## config.mk

```make
export PLATFORM = sky130hd
export DESIGN_NAME = knob_smoothing_pickup
export DESIGN_NICKNAME = d
export VERILOG_FILES = /design/src/rtl/core/ksp_pkg.sv /design/src/rtl/core/ksp_sample_ring.sv /design/src/rtl/core/ksp_knob_store.sv /design/src/rtl/core/ksp_update.sv /design/src/rtl/core/knob_smoothing_pickup.sv
export SDC_FILE = /design/constraint.sdc
export NUM_CORES = 2
export LEC_CHECK = 0
export BUFFER_PORTS_ARGS = -buffer_cell sky130_fd_sc_hd__buf_2
export CORE_MARGIN = 5
export CORE_UTILIZATION = 30
export DETAILED_ROUTE_END_ITERATION = 10
export GPL_TIMING_DRIVEN = 0
export PLACE_DENSITY_LB_ADDON = 0.1
export SLEW_MARGIN = 0
export SYNTH_ARGS = -nofsm -noshare
export SYNTH_HDL_FRONTEND = slang
export SYNTH_HIERARCHICAL = 1
export SYNTH_SLANG_ARGS = --single-unit
export TNS_END_PERCENT = 20
```

## constraint.sdc

```tcl
create_clock -name clk_i -period 10 [get_ports clk_i]
set_clock_uncertainty 0.2 [all_clocks]
set_input_delay 1 -clock clk_i [delete_from_list [all_inputs] [get_ports clk_i]]
set_output_delay 1 -clock clk_i [all_outputs]
set_load 0.02 [all_outputs]
```

## src/rtl/core/ksp_pkg.sv

```systemverilog
// shared types, constants and helpers for the knob smoothing and pickup block
// no dependencies
package ksp_pkg;

  // configuration of the block
  localparam int KNOB_COUNT    = 16;  // 1 .. 16
  localparam int HISTORY_DEPTH = 8;   // 2 .. 64
  localparam int DROP_BITS     = 2;   // 0 .. 6

  // field widths
  localparam int KNOB_W = 4;
  localparam int READ_W = 10;

  // derived sizes
  localparam int FULL_READ = 1023 >> DROP_BITS;
  localparam int KIDX_W    = (KNOB_COUNT > 1) ? $clog2(KNOB_COUNT) : 1;
  localparam int POS_W     = $clog2(HISTORY_DEPTH);
  localparam int RING_AW   = KIDX_W + POS_W;
  localparam int RING_DEPTH = KNOB_COUNT << POS_W;
  localparam int SUM_W     = $clog2(HISTORY_DEPTH * FULL_READ + 1);

  // averaging by the history depth: a shift, or a multiply by a reciprocal
  localparam bit HIST_POW2 = (HISTORY_DEPTH & (HISTORY_DEPTH - 1)) == 0;
  localparam int DIV_S     = SUM_W + POS_W;
  localparam int RECIP_W   = SUM_W + 1;
  localparam int PROD_W    = SUM_W + RECIP_W;
  localparam logic [RECIP_W-1:0] RECIP =
    RECIP_W'(((64'd1 << DIV_S) + 64'(HISTORY_DEPTH) - 64'd1) / 64'(HISTORY_DEPTH));

  typedef enum logic [1:0] {
    OP_SAMPLE  = 2'd0,
    OP_SET     = 2'd1,
    OP_RELEASE = 2'd2
  } op_e;

  typedef struct packed {
    op_e               op;
    logic [KNOB_W-1:0] knob;
    logic [READ_W-1:0] raw;
    logic [READ_W-1:0] nv;
  } item_t;

  typedef struct packed {
    logic [SUM_W-1:0]  sum;
    logic [READ_W-1:0] last;
    logic [READ_W-1:0] held;
  } knob_state_t;

  typedef struct packed {
    logic [KNOB_W-1:0] knob;
    logic [READ_W-1:0] value;
    logic [READ_W-1:0] rd;
    logic              active;
  } result_t;

  function automatic logic knob_in_range(logic [KNOB_W-1:0] k);
    return (5'(k) < 5'(KNOB_COUNT));
  endfunction

endpackage

```

## src/rtl/core/ksp_sample_ring.sv

```systemverilog
// per-knob ring of raw samples with its write pointers and fill flags
// depends on ksp_pkg
module ksp_sample_ring
  import ksp_pkg::*;
(
  input  logic              clk_i,
  input  logic              rst_ni,
  input  logic              wr_en_i,
  input  logic [KNOB_W-1:0] knob_i,
  input  logic [READ_W-1:0] sample_i,
  output logic [READ_W-1:0] old_o
);

  logic [POS_W-1:0]  pos_q [KNOB_COUNT];
  logic              full_q [KNOB_COUNT];
  logic [READ_W-1:0] mem [RING_DEPTH];
  logic [READ_W-1:0] rd_q;
  logic              rd_full_q;

  logic [KIDX_W-1:0]  kidx;
  logic [POS_W-1:0]   pos;
  logic [RING_AW-1:0] addr;
  logic               wrap;

  assign kidx = knob_i[KIDX_W-1:0];
  assign pos  = pos_q[kidx];
  assign addr = {kidx, pos};
  assign wrap = (pos == POS_W'(HISTORY_DEPTH - 1));

  // entries fill in pointer order, so the slot under the pointer holds data once wrapped
  always_ff @(posedge clk_i or negedge rst_ni) begin
    if (!rst_ni) begin
      for (int i = 0; i < KNOB_COUNT; i++) begin
        pos_q[i]  <= '0;
        full_q[i] <= 1'b0;
      end
      rd_full_q <= 1'b0;
    end else if (wr_en_i) begin
      rd_full_q   <= full_q[kidx];
      pos_q[kidx] <= wrap ? '0 : pos + POS_W'(1);
      if (wrap) begin
        full_q[kidx] <= 1'b1;
      end
    end
  end

  // read before write: the oldest sample comes out as the new one goes in
  always_ff @(posedge clk_i) begin
    if (wr_en_i) begin
      rd_q      <= mem[addr];
      mem[addr] <= sample_i;
    end
  end

  assign old_o = rd_full_q ? rd_q : '0;

endmodule

```

## src/rtl/core/ksp_knob_store.sv

```systemverilog
// per-knob state memory (running sum, last read, held value) with write bypass
// depends on ksp_pkg
module ksp_knob_store
  import ksp_pkg::*;
(
  input  logic              clk_i,
  input  logic              rst_ni,
  input  logic              rd_en_i,
  input  logic [KNOB_W-1:0] rd_knob_i,
  input  logic              wr_en_i,
  input  logic [KNOB_W-1:0] wr_knob_i,
  input  knob_state_t       wr_data_i,
  output knob_state_t       rd_data_o
);

  knob_state_t mem [KNOB_COUNT];
  knob_state_t rd_q;
  knob_state_t byp_data_q;
  logic        vld_q [KNOB_COUNT];
  logic        rd_vld_q;
  logic        byp_q;

  logic [KIDX_W-1:0] ra;
  logic [KIDX_W-1:0] wa;

  assign ra = rd_knob_i[KIDX_W-1:0];
  assign wa = wr_knob_i[KIDX_W-1:0];

  always_ff @(posedge clk_i or negedge rst_ni) begin
    if (!rst_ni) begin
      for (int i = 0; i < KNOB_COUNT; i++) begin
        vld_q[i] <= 1'b0;
      end
      rd_vld_q <= 1'b0;
      byp_q    <= 1'b0;
    end else begin
      if (rd_en_i) begin
        rd_vld_q <= vld_q[ra];
        byp_q    <= wr_en_i && (wa == ra);
      end
      if (wr_en_i) begin
        vld_q[wa] <= 1'b1;
      end
    end
  end

  always_ff @(posedge clk_i) begin
    if (rd_en_i) begin
      rd_q       <= mem[ra];
      byp_data_q <= wr_data_i;
    end
    if (wr_en_i) begin
      mem[wa] <= wr_data_i;
    end
  end

  // a write in the read cycle wins; a never written entry reads as zero
  assign rd_data_o = byp_q ? byp_data_q : (rd_vld_q ? rd_q : '0);

endmodule

```

## src/rtl/core/ksp_update.sv

```systemverilog
// averaging, hysteresis and pickup rule for one item, plus the result fields
// depends on ksp_pkg
module ksp_update
  import ksp_pkg::*;
(
  input  item_t             item_i,
  input  knob_state_t       state_i,
  input  logic [READ_W-1:0] old_sample_i,
  input  logic              picked_i,
  output logic              we_o,
  output knob_state_t       state_o,
  output logic              pick_set_o,
  output result_t           result_o
);

  logic              ok;
  logic [SUM_W-1:0]  sum_n;
  logic [PROD_W-1:0] prod;
  logic [READ_W-1:0] avg;
  logic [READ_W-1:0] rd;
  logic [READ_W:0]   avg_p1;
  logic [READ_W:0]   prev_p1;
  logic              near;
  logic              pick_now;

  always_comb begin
    ok    = knob_in_range(item_i.knob);
    sum_n = state_i.sum - SUM_W'(old_sample_i >> DROP_BITS) + SUM_W'(item_i.raw >> DROP_BITS);
    prod  = PROD_W'(sum_n) * PROD_W'(RECIP);
    if (HIST_POW2) begin
      avg = READ_W'(sum_n >> POS_W);
    end else begin
      avg = READ_W'(prod >> DIV_S);
    end

    // one-step hysteresis, released at both ends of the scale
    avg_p1  = {1'b0, avg} + (READ_W + 1)'(1);
    prev_p1 = {1'b0, state_i.last} + (READ_W + 1)'(1);
    near    = (state_i.last == avg) || ({1'b0, state_i.last} == avg_p1) ||
              ({1'b0, avg} == prev_p1);
    if (near && (avg != '0) && (avg != READ_W'(FULL_READ))) begin
      rd = state_i.last;
    end else begin
      rd = avg;
    end

    // soft takeover: pick up on meeting from below or crossing either way
    pick_now = picked_i || ((state_i.last <= state_i.held) == (rd >= state_i.held));

    we_o       = 1'b0;
    state_o    = state_i;
    pick_set_o = 1'b0;
    case (item_i.op)
      OP_SAMPLE: begin
        if (ok) begin
          we_o         = 1'b1;
          state_o.sum  = sum_n;
          state_o.last = rd;
          pick_set_o   = pick_now;
          if (pick_now) begin
            state_o.held = rd;
          end
        end
      end
      OP_SET: begin
        if (ok) begin
          we_o         = 1'b1;
          state_o.held = item_i.nv;
        end
      end
      default: begin
      end
    endcase

    result_o.knob = item_i.knob;
    if (ok) begin
      result_o.value  = state_o.held;
      result_o.rd     = state_o.last;
      result_o.active = (item_i.op != OP_RELEASE) && (picked_i || pick_set_o);
    end else begin
      result_o.value  = '0;
      result_o.rd     = '0;
      result_o.active = 1'b0;
    end
  end

endmodule

```

## src/rtl/core/knob_smoothing_pickup.sv

```systemverilog
// top level of the knob smoothing and soft takeover block
// depends on ksp_pkg, ksp_sample_ring, ksp_knob_store, ksp_update
//
//  channel   dir  handshake                      tdata / tuser
//  s_axis    in   s_axis_tvalid / s_axis_tready  tdata: knob_index, raw_sample, new_value
//                                                tuser: operation
//  m_axis    out  m_axis_tvalid / m_axis_tready  tdata: out_knob, knob_value,
//                                                       filtered_read, knob_active
//
// one transfer in and one result out per cycle, sustained while the output is not stalled;
// a result passes the compute stage (with the knob store read) and then the output register
// the sample ring is written on the input transfer itself; the knob store is
// written back as an item leaves the compute stage and bypassed into the next read
// reset clears pointers, fill flags, valid bits and pickup flags at once: no
// clearing pass, the block takes input from the first cycle after reset
// a stalled output holds the compute stage, which in turn holds off the input
module knob_smoothing_pickup
  import ksp_pkg::*;
(
  input  logic        clk_i,
  input  logic        rst_ni,
  input  logic        s_axis_tvalid,
  output logic        s_axis_tready,
  input  logic [23:0] s_axis_tdata,   // knob_index[3:0], raw_sample[13:4], new_value[23:14]
  input  logic [1:0]  s_axis_tuser,   // operation[1:0]
  output logic        m_axis_tvalid,
  input  logic        m_axis_tready,
  output logic [31:0] m_axis_tdata    // out_knob[3:0], knob_value[13:4],
                                      // filtered_read[23:14], knob_active[24], zero above
);

  item_t       in_item;
  logic        in_xfer;
  logic        s1_adv;

  // compute stage
  logic        s1_valid_q;
  item_t       s1_item_q;

  // output register
  logic        out_valid_q;
  result_t     out_q;

  // pickup flags live in flip-flops: release clears them all at once
  logic        picked_q [KNOB_COUNT];

  logic [READ_W-1:0] old_sample;
  knob_state_t       rd_state;
  knob_state_t       wr_state;
  logic              wr_en;
  logic              pick_set;
  logic              picked_cur;
  result_t           result;

  assign in_item.op   = op_e'(s_axis_tuser);
  assign in_item.knob = s_axis_tdata[3:0];
  assign in_item.raw  = s_axis_tdata[13:4];
  assign in_item.nv   = s_axis_tdata[23:14];

  assign s1_adv        = s1_valid_q && (!out_valid_q || m_axis_tready);
  assign s_axis_tready = !s1_valid_q || s1_adv;
  assign in_xfer       = s_axis_tvalid && s_axis_tready;

  // oldest sample of the ring leaves as the new one enters
  ksp_sample_ring u_ring (
    .clk_i    (clk_i),
    .rst_ni   (rst_ni),
    .wr_en_i  (in_xfer && (in_item.op == OP_SAMPLE) && knob_in_range(in_item.knob)),
    .knob_i   (in_item.knob),
    .sample_i (in_item.raw),
    .old_o    (old_sample)
  );

  // read on the input transfer, written back when the item leaves the compute stage
  ksp_knob_store u_store (
    .clk_i     (clk_i),
    .rst_ni    (rst_ni),
    .rd_en_i   (in_xfer),
    .rd_knob_i (in_item.knob),
    .wr_en_i   (s1_adv && wr_en),
    .wr_knob_i (s1_item_q.knob),
    .wr_data_i (wr_state),
    .rd_data_o (rd_state)
  );

  assign picked_cur = knob_in_range(s1_item_q.knob) ? picked_q[s1_item_q.knob[KIDX_W-1:0]]
                                                    : 1'b0;

  ksp_update u_update (
    .item_i       (s1_item_q),
    .state_i      (rd_state),
    .old_sample_i (old_sample),
    .picked_i     (picked_cur),
    .we_o         (wr_en),
    .state_o      (wr_state),
    .pick_set_o   (pick_set),
    .result_o     (result)
  );

  always_ff @(posedge clk_i or negedge rst_ni) begin
    if (!rst_ni) begin
      s1_valid_q  <= 1'b0;
      out_valid_q <= 1'b0;
      for (int i = 0; i < KNOB_COUNT; i++) begin
        picked_q[i] <= 1'b0;
      end
    end else begin
      if (s_axis_tready) begin
        s1_valid_q <= s_axis_tvalid;
      end
      if (s1_adv) begin
        out_valid_q <= 1'b1;
      end else if (m_axis_tready) begin
        out_valid_q <= 1'b0;
      end
      if (s1_adv) begin
        if (s1_item_q.op == OP_RELEASE) begin
          for (int i = 0; i < KNOB_COUNT; i++) begin
            picked_q[i] <= 1'b0;
          end
        end else if (pick_set) begin
          picked_q[s1_item_q.knob[KIDX_W-1:0]] <= 1'b1;
        end
      end
    end
  end

  // payload registers
  always_ff @(posedge clk_i) begin
    if (in_xfer) begin
      s1_item_q <= in_item;
    end
    if (s1_adv) begin
      out_q <= result;
    end
  end

  assign m_axis_tvalid = out_valid_q;
  assign m_axis_tdata  = {7'd0, out_q.active, out_q.rd, out_q.value, out_q.knob};

endmodule
```

======== After elaboration in Yosys (flattened, before gate mapping) ========
Memory sizes are Yosys's and may differ from the RTL's. A register that Yosys moved wholly into a read port is not among the register bits.
Index checks and enable logic that the tools add are counted.
word-level totals
  bits of input ports ..................... 30
  output and inout bits ................... 34
  register bits after elaboration ......... 183
  bits in writable memories ............... 1,776
  memories kept ........................... 2
  logic and storage cells ................. 171
operators by class
  bitwise operators ....................... 5
  muxes and demuxes ....................... 37
  reduce and logical (&&, ||, !) cells .... 26
  $lt $le $gt $ge ......................... 6
  $add $sub $neg .......................... 5
  eq/ne operators ......................... 10
memory list
  name         words  width  read ports  clocked after memory_dff  write ports  line                   text
  u_ring.mem   128    10     1           1                         1            ksp_sample_ring.sv:16  logic [READ_W-1:0] mem [RING_DEPTH];
  u_store.mem  16     31     1           1                         1            ksp_knob_store.sv:16   knob_state_t mem [KNOB_COUNT];
operator list
  kind                   number
  $mux 31                2
  $bwmux 48              1
  $or 16x16->16          3
  $mux 16                2
  $mux 10                3
  $mux 21                1
  $pmux 10 s2            1
  $mux 1                 16
  $bmux 1 s4             3
  $bmux 3 s4             1
  $demux 3 s4            1
  $mux 3                 4
  $add 10x1->11 const B  1
  $add 11x8->11          1
  $eq 10x11->1           1
  $eq 8x11->1            1
  $sub 11x8->11          1
  $eq 10x8->1            1
  $ge 10x10->1           1
  $ge 5x5->1 const B     2
  $le 10x10->1           1
  $logic_and 1x1->1      10
  $lt 5x1->1 const B     2
  $not 4->5              2
  other kinds (17)       27

======== Logic depth before layout (Yosys ltp) ========
  depth after elaboration ................. 17
  gate-level depth with buffers ........... 39
  gate-level depth less buffers ........... 33

======== Modules after synthesis ========
Netlist, hierarchy kept.
by module, submodules not included
  module                 instances  cells each  sequential area each (sq um)  area each (sq um)
  ksp_sample_ring        1          3,278       40,363.7                      52,813.2
  ksp_knob_store         1          865         17,206.5                      21,642.0
  ksp_update             1          355         0.0                           2,667.6
  knob_smoothing_pickup  1          141         1,981.9                       2,565.0

======== Worst setup path before layout ========
No wires, ideal clock.
  path type ............................... flip-flop to flip-flop
  start point ............................. reg u_store.byp_q
  end point ............................... reg picked_q[12] (netlist name)
  buffers on the path ..................... 5
  clock period less this slack ............ 7.603 ns
  stages on the path, launching flop included .. 38
  arrival time ............................ 7.338 ns
  slack ................................... 2.397 ns
  setup time .............................. 0.065 ns
  required time ........................... 9.735 ns
  path through ............................ dfrtp_1 clkbuf_1 nor2b_1 clkbuf_1 a22o_1 inv_1 ha_1 inv_1 ha_1 fa_1 a21oi_1 o2111ai_2 a311o_1 xor2_1 xnor2_1 a21oi_1 or4_1 o21ai_1 (+2 left out) mux2i_1 ha_1 nand2b_1 a21o_1 a21o_1 a21o_1 a21o_1 a211oi_1 nor2_1 xor2_1 nor2_1 or2_2 clkbuf_1 inv_1 nand2_1 clkbuf_1 nor4_1 o21a_1
RTL lines
  item                           line                          text
  start, declared                ksp_knob_store.sv:21          logic byp_q;
  start signal, assigned         ksp_knob_store.sv:39          byp_q <= wr_en_i && (wa == ra);
  end signal, assigned by index  knob_smoothing_pickup.sv:105  picked_q[i] <= 1'b0;
  end signal, assigned by index  knob_smoothing_pickup.sv:119  picked_q[i] <= 1'b0;
  end signal, assigned by index  knob_smoothing_pickup.sv:122  picked_q[s1_item_q.knob[KIDX_W-1:0]] <= 1'b1;
  end, declared                  knob_smoothing_pickup.sv:45   logic picked_q [KNOB_COUNT];

==> impl_metrics.tcl <==
set metrics [dict create \
    critPathMaxStageDelay_ns 0.52 \
    syn_area_per_cell_um2 17.1 \
    seq_area_um2 51700 \
    cp.required_ns 10.58 \
    routedWlPerCell_um 29.7 \
    layout-drive-gt1-share_pct 17.6 \
    drv_slew 5 \
    synthCells 4097 \
    fillerInstances 22053 \
    total_leakage_power_nw 26.1 \
    path_clk_slew_ns 0.06 \
    period_minus_slack_ns 9.39 \
    antenna_found_initial 21 \
    cp_slowest_cell "fa_1" \
    drv_cap 1 \
    peakVddDrop_v 0.000172 \
    power_mw 17.8 \
    grt_usage_pct 18.2 \
    placed_cells 7247 \
    drtPass1Iterations 5 \
    vias 38805 \
    clock_path_buffers 3 \
    min_period_over_period_pct 93.9 \
    drt-total-wl_mm 226 \
    drt_iter0_drc 3641 \
    root_buffer "clkbuf_16" \
    power.density_nw_per_um2 219 \
    core-area_um2 232000 \
    postRouteAntennaNets 0 \
    io_buffers 54 \
    grt_pass1_wl_mm 313 \
    area_growth_pct 16.0 \
    max_freq_ghz 0.107 \
    dp_hpwl_mm 155 \
    startpoint_type "flop" \
    max_slew_margin_pct -1.13 \
    finalHoldViolations 0 \
    die_area_um2 243000 \
    worstSetupPathType "reg2reg" \
    placement_rows 177 \
    yosys_warnings 6 \
    final_cells 7614 \
    setup_viol 0 \
    tightest_slew_ns 1.51 \
    holdWs_ns 0.145 \
    cts_num_sinks 1740 \
    violations "max-capacitance violations, max-slew violations" \
    cp-end-kind "flop" \
    syn_area_um2 70000 \
    outcome "complete, but fails checks" \
    r2r_cells 36 \
    whs_path_depth 1 \
    cts_max_level 4 \
    worstHoldPathType "in2reg" \
    gp_congestion 0.827 \
    fin_nets 4474 \
    grt_max_degree 97 \
    post-route-util_pct 34.9 \
    arrival_ns 9.97 \
    cts_tree "built" \
    numCtsBuffers 192 \
    initial_core_util_pct 30.1 \
    overflow 0 \
    ios 64 \
    clk_latency_ns 0.84 \
    multiInputGateArea_um2 16700 \
    fp.dieW_um 493 \
    rsz0062_at_grt "false" \
    vias_per_cell 5.10 \
    drc 0 \
    die_h_um 493 \
    critPathMaxFanout 10 \
    first_global_vias 38520 \
]
==> path summary, 6_finish.rpt <==
| check | from | endpoint | slack [ns] |
|---|---|---|---|
| min reg2reg | u_ring/full_q[15] | u_ring/full_q[15] | 0.26 |
| max | u_store/byp_q | picked_q[11] | 0.61 |
| min | s_axis_tdata[20] | s1_item_q[6] | 0.14 |
| max in group asynchronous | rst_ni | u_ring/full_q[7] | 8.44 |
| max reg2reg | u_store/byp_q | picked_q[11] | 0.61 |
| min in group asynchronous | rst_ni | picked_q[4] | 0.43 |
==> report_power, final <==
part	internal (mW)	total [mW]	switching (mW)
clock network	3.93	6.86	2.94
logic	0.773	2.47	1.70
registers	8.41	8.47	0.0585
==> registers in the layout, summed over array words and instances, names as in the netlist <==
| signal | cells |
|---|---|
| u_ring/rd_full_q | 1 |
| s1_valid_q | 1 |
| u_ring/pos_q | 48 |
| m_axis_tvalid | 1 |
| u_store/byp_data_q | 31 |
| picked_q | 16 |
| u_store/vld_q | 16 |
| u_store/mem | 496 |
| m_axis_tdata | 25 |
| u_store/byp_q | 1 |
| s1_item_q | 24 |
| u_store/rd_vld_q | 1 |
| u_store/rd_q | 31 |
| u_ring/mem | 1024 |
| u_ring/full_q | 16 |
| u_ring/rd_q | 8 |
==> metrics by stage <==
stage                     setup WS (ns)  cell area [µm²]  TNS [ns]
after floorplan                    2.40            70000         0
after global placement           -0.936            74100   -102.51
after detailed placement          0.323            75100         0
after CTS                         0.268            81100         0
after global routing             0.0118            81200         0
final                             0.612            81200         0
==> timing repair <==
| item | 4_1_cts | 5_1_grt |
|---|---|---|
| setup endpoints to repair | 0 | 196 |
| hold buffers | 1 | 0 |
| setup buffers | 0 | 0 |
| endpoints found under the hold margin | 26 | 0 |
| gates resized for setup | 0 | 10 |
==> routing by layer <==
layer	global-route usage, %	share of wire (%)	up-vias
li1	-	-	16642
met1	27.6	48	20747
met2	27.3	44	1157
met3	3.32	6.2	259
met4	4.30	2.0	0
met5	0	0	-
==> placed cells by master (no fill, tap or decap), types with 13 or more instances in the layout <==
| cell | instances |
|---|---|
| mux2i_1 | 315 |
| o21ai_0 | 55 |
| nor4_1 | 54 |
| dfrtp_1 | 101 |
| buf_4 | 44 |
| or2_2 | 24 |
| o21a_1 | 24 |
| nand4_1 | 25 |
| a22o_1 | 31 |
| buf_6 | 41 |
| ha_1 | 36 |
| o22ai_1 | 110 |
| nand3_1 | 180 |
| mux2_2 | 41 |
| o21ai_1 | 15 |
| nand2_1 | 392 |
| edfxtp_1 | 1639 |
| buf_2 | 97 |
| xnor2_1 | 25 |
| clkbuf_1 | 199 |
| nor2_1 | 155 |
| buf_1 | 32 |
| a21oi_1 | 68 |
| mux4_2 | 208 |
| a32oi_1 | 16 |
| inv_1 | 62 |
| o21bai_1 | 13 |
| a211oi_1 | 21 |
| clkinv_1 | 44 |
| clkbuf_16 | 195 |
| clkinv_2 | 36 |
==> critical path: cells and delay by family, from the launching register on <==
kind,cells,cell delay (ns)
AO/OA/AOI/OAI,12,2.60
XOR/XNOR,1,0.26
adder cells (fa/ha/maj),5,1.64
buffers and inverters,9,2.23
flip-flops,1,0.32
multiplexers,1,0.37
AND/OR/NAND/NOR,8,1.70
==> layout make-up <==
class / count / area share, %
inverter: 65 / 0.304
sequential: 1740 / 63.7
timing repair buffer: 103 / 1.41
clock buffer: 248 / 6.32
multi-input combinational: 2004 / 20.6
tap: 3043 / 4.69
antenna: 6 / 0.0185
buffer: 294 / 1.78
clock inverter: 111 / 1.15
Power figures use the tool's default switching activity.
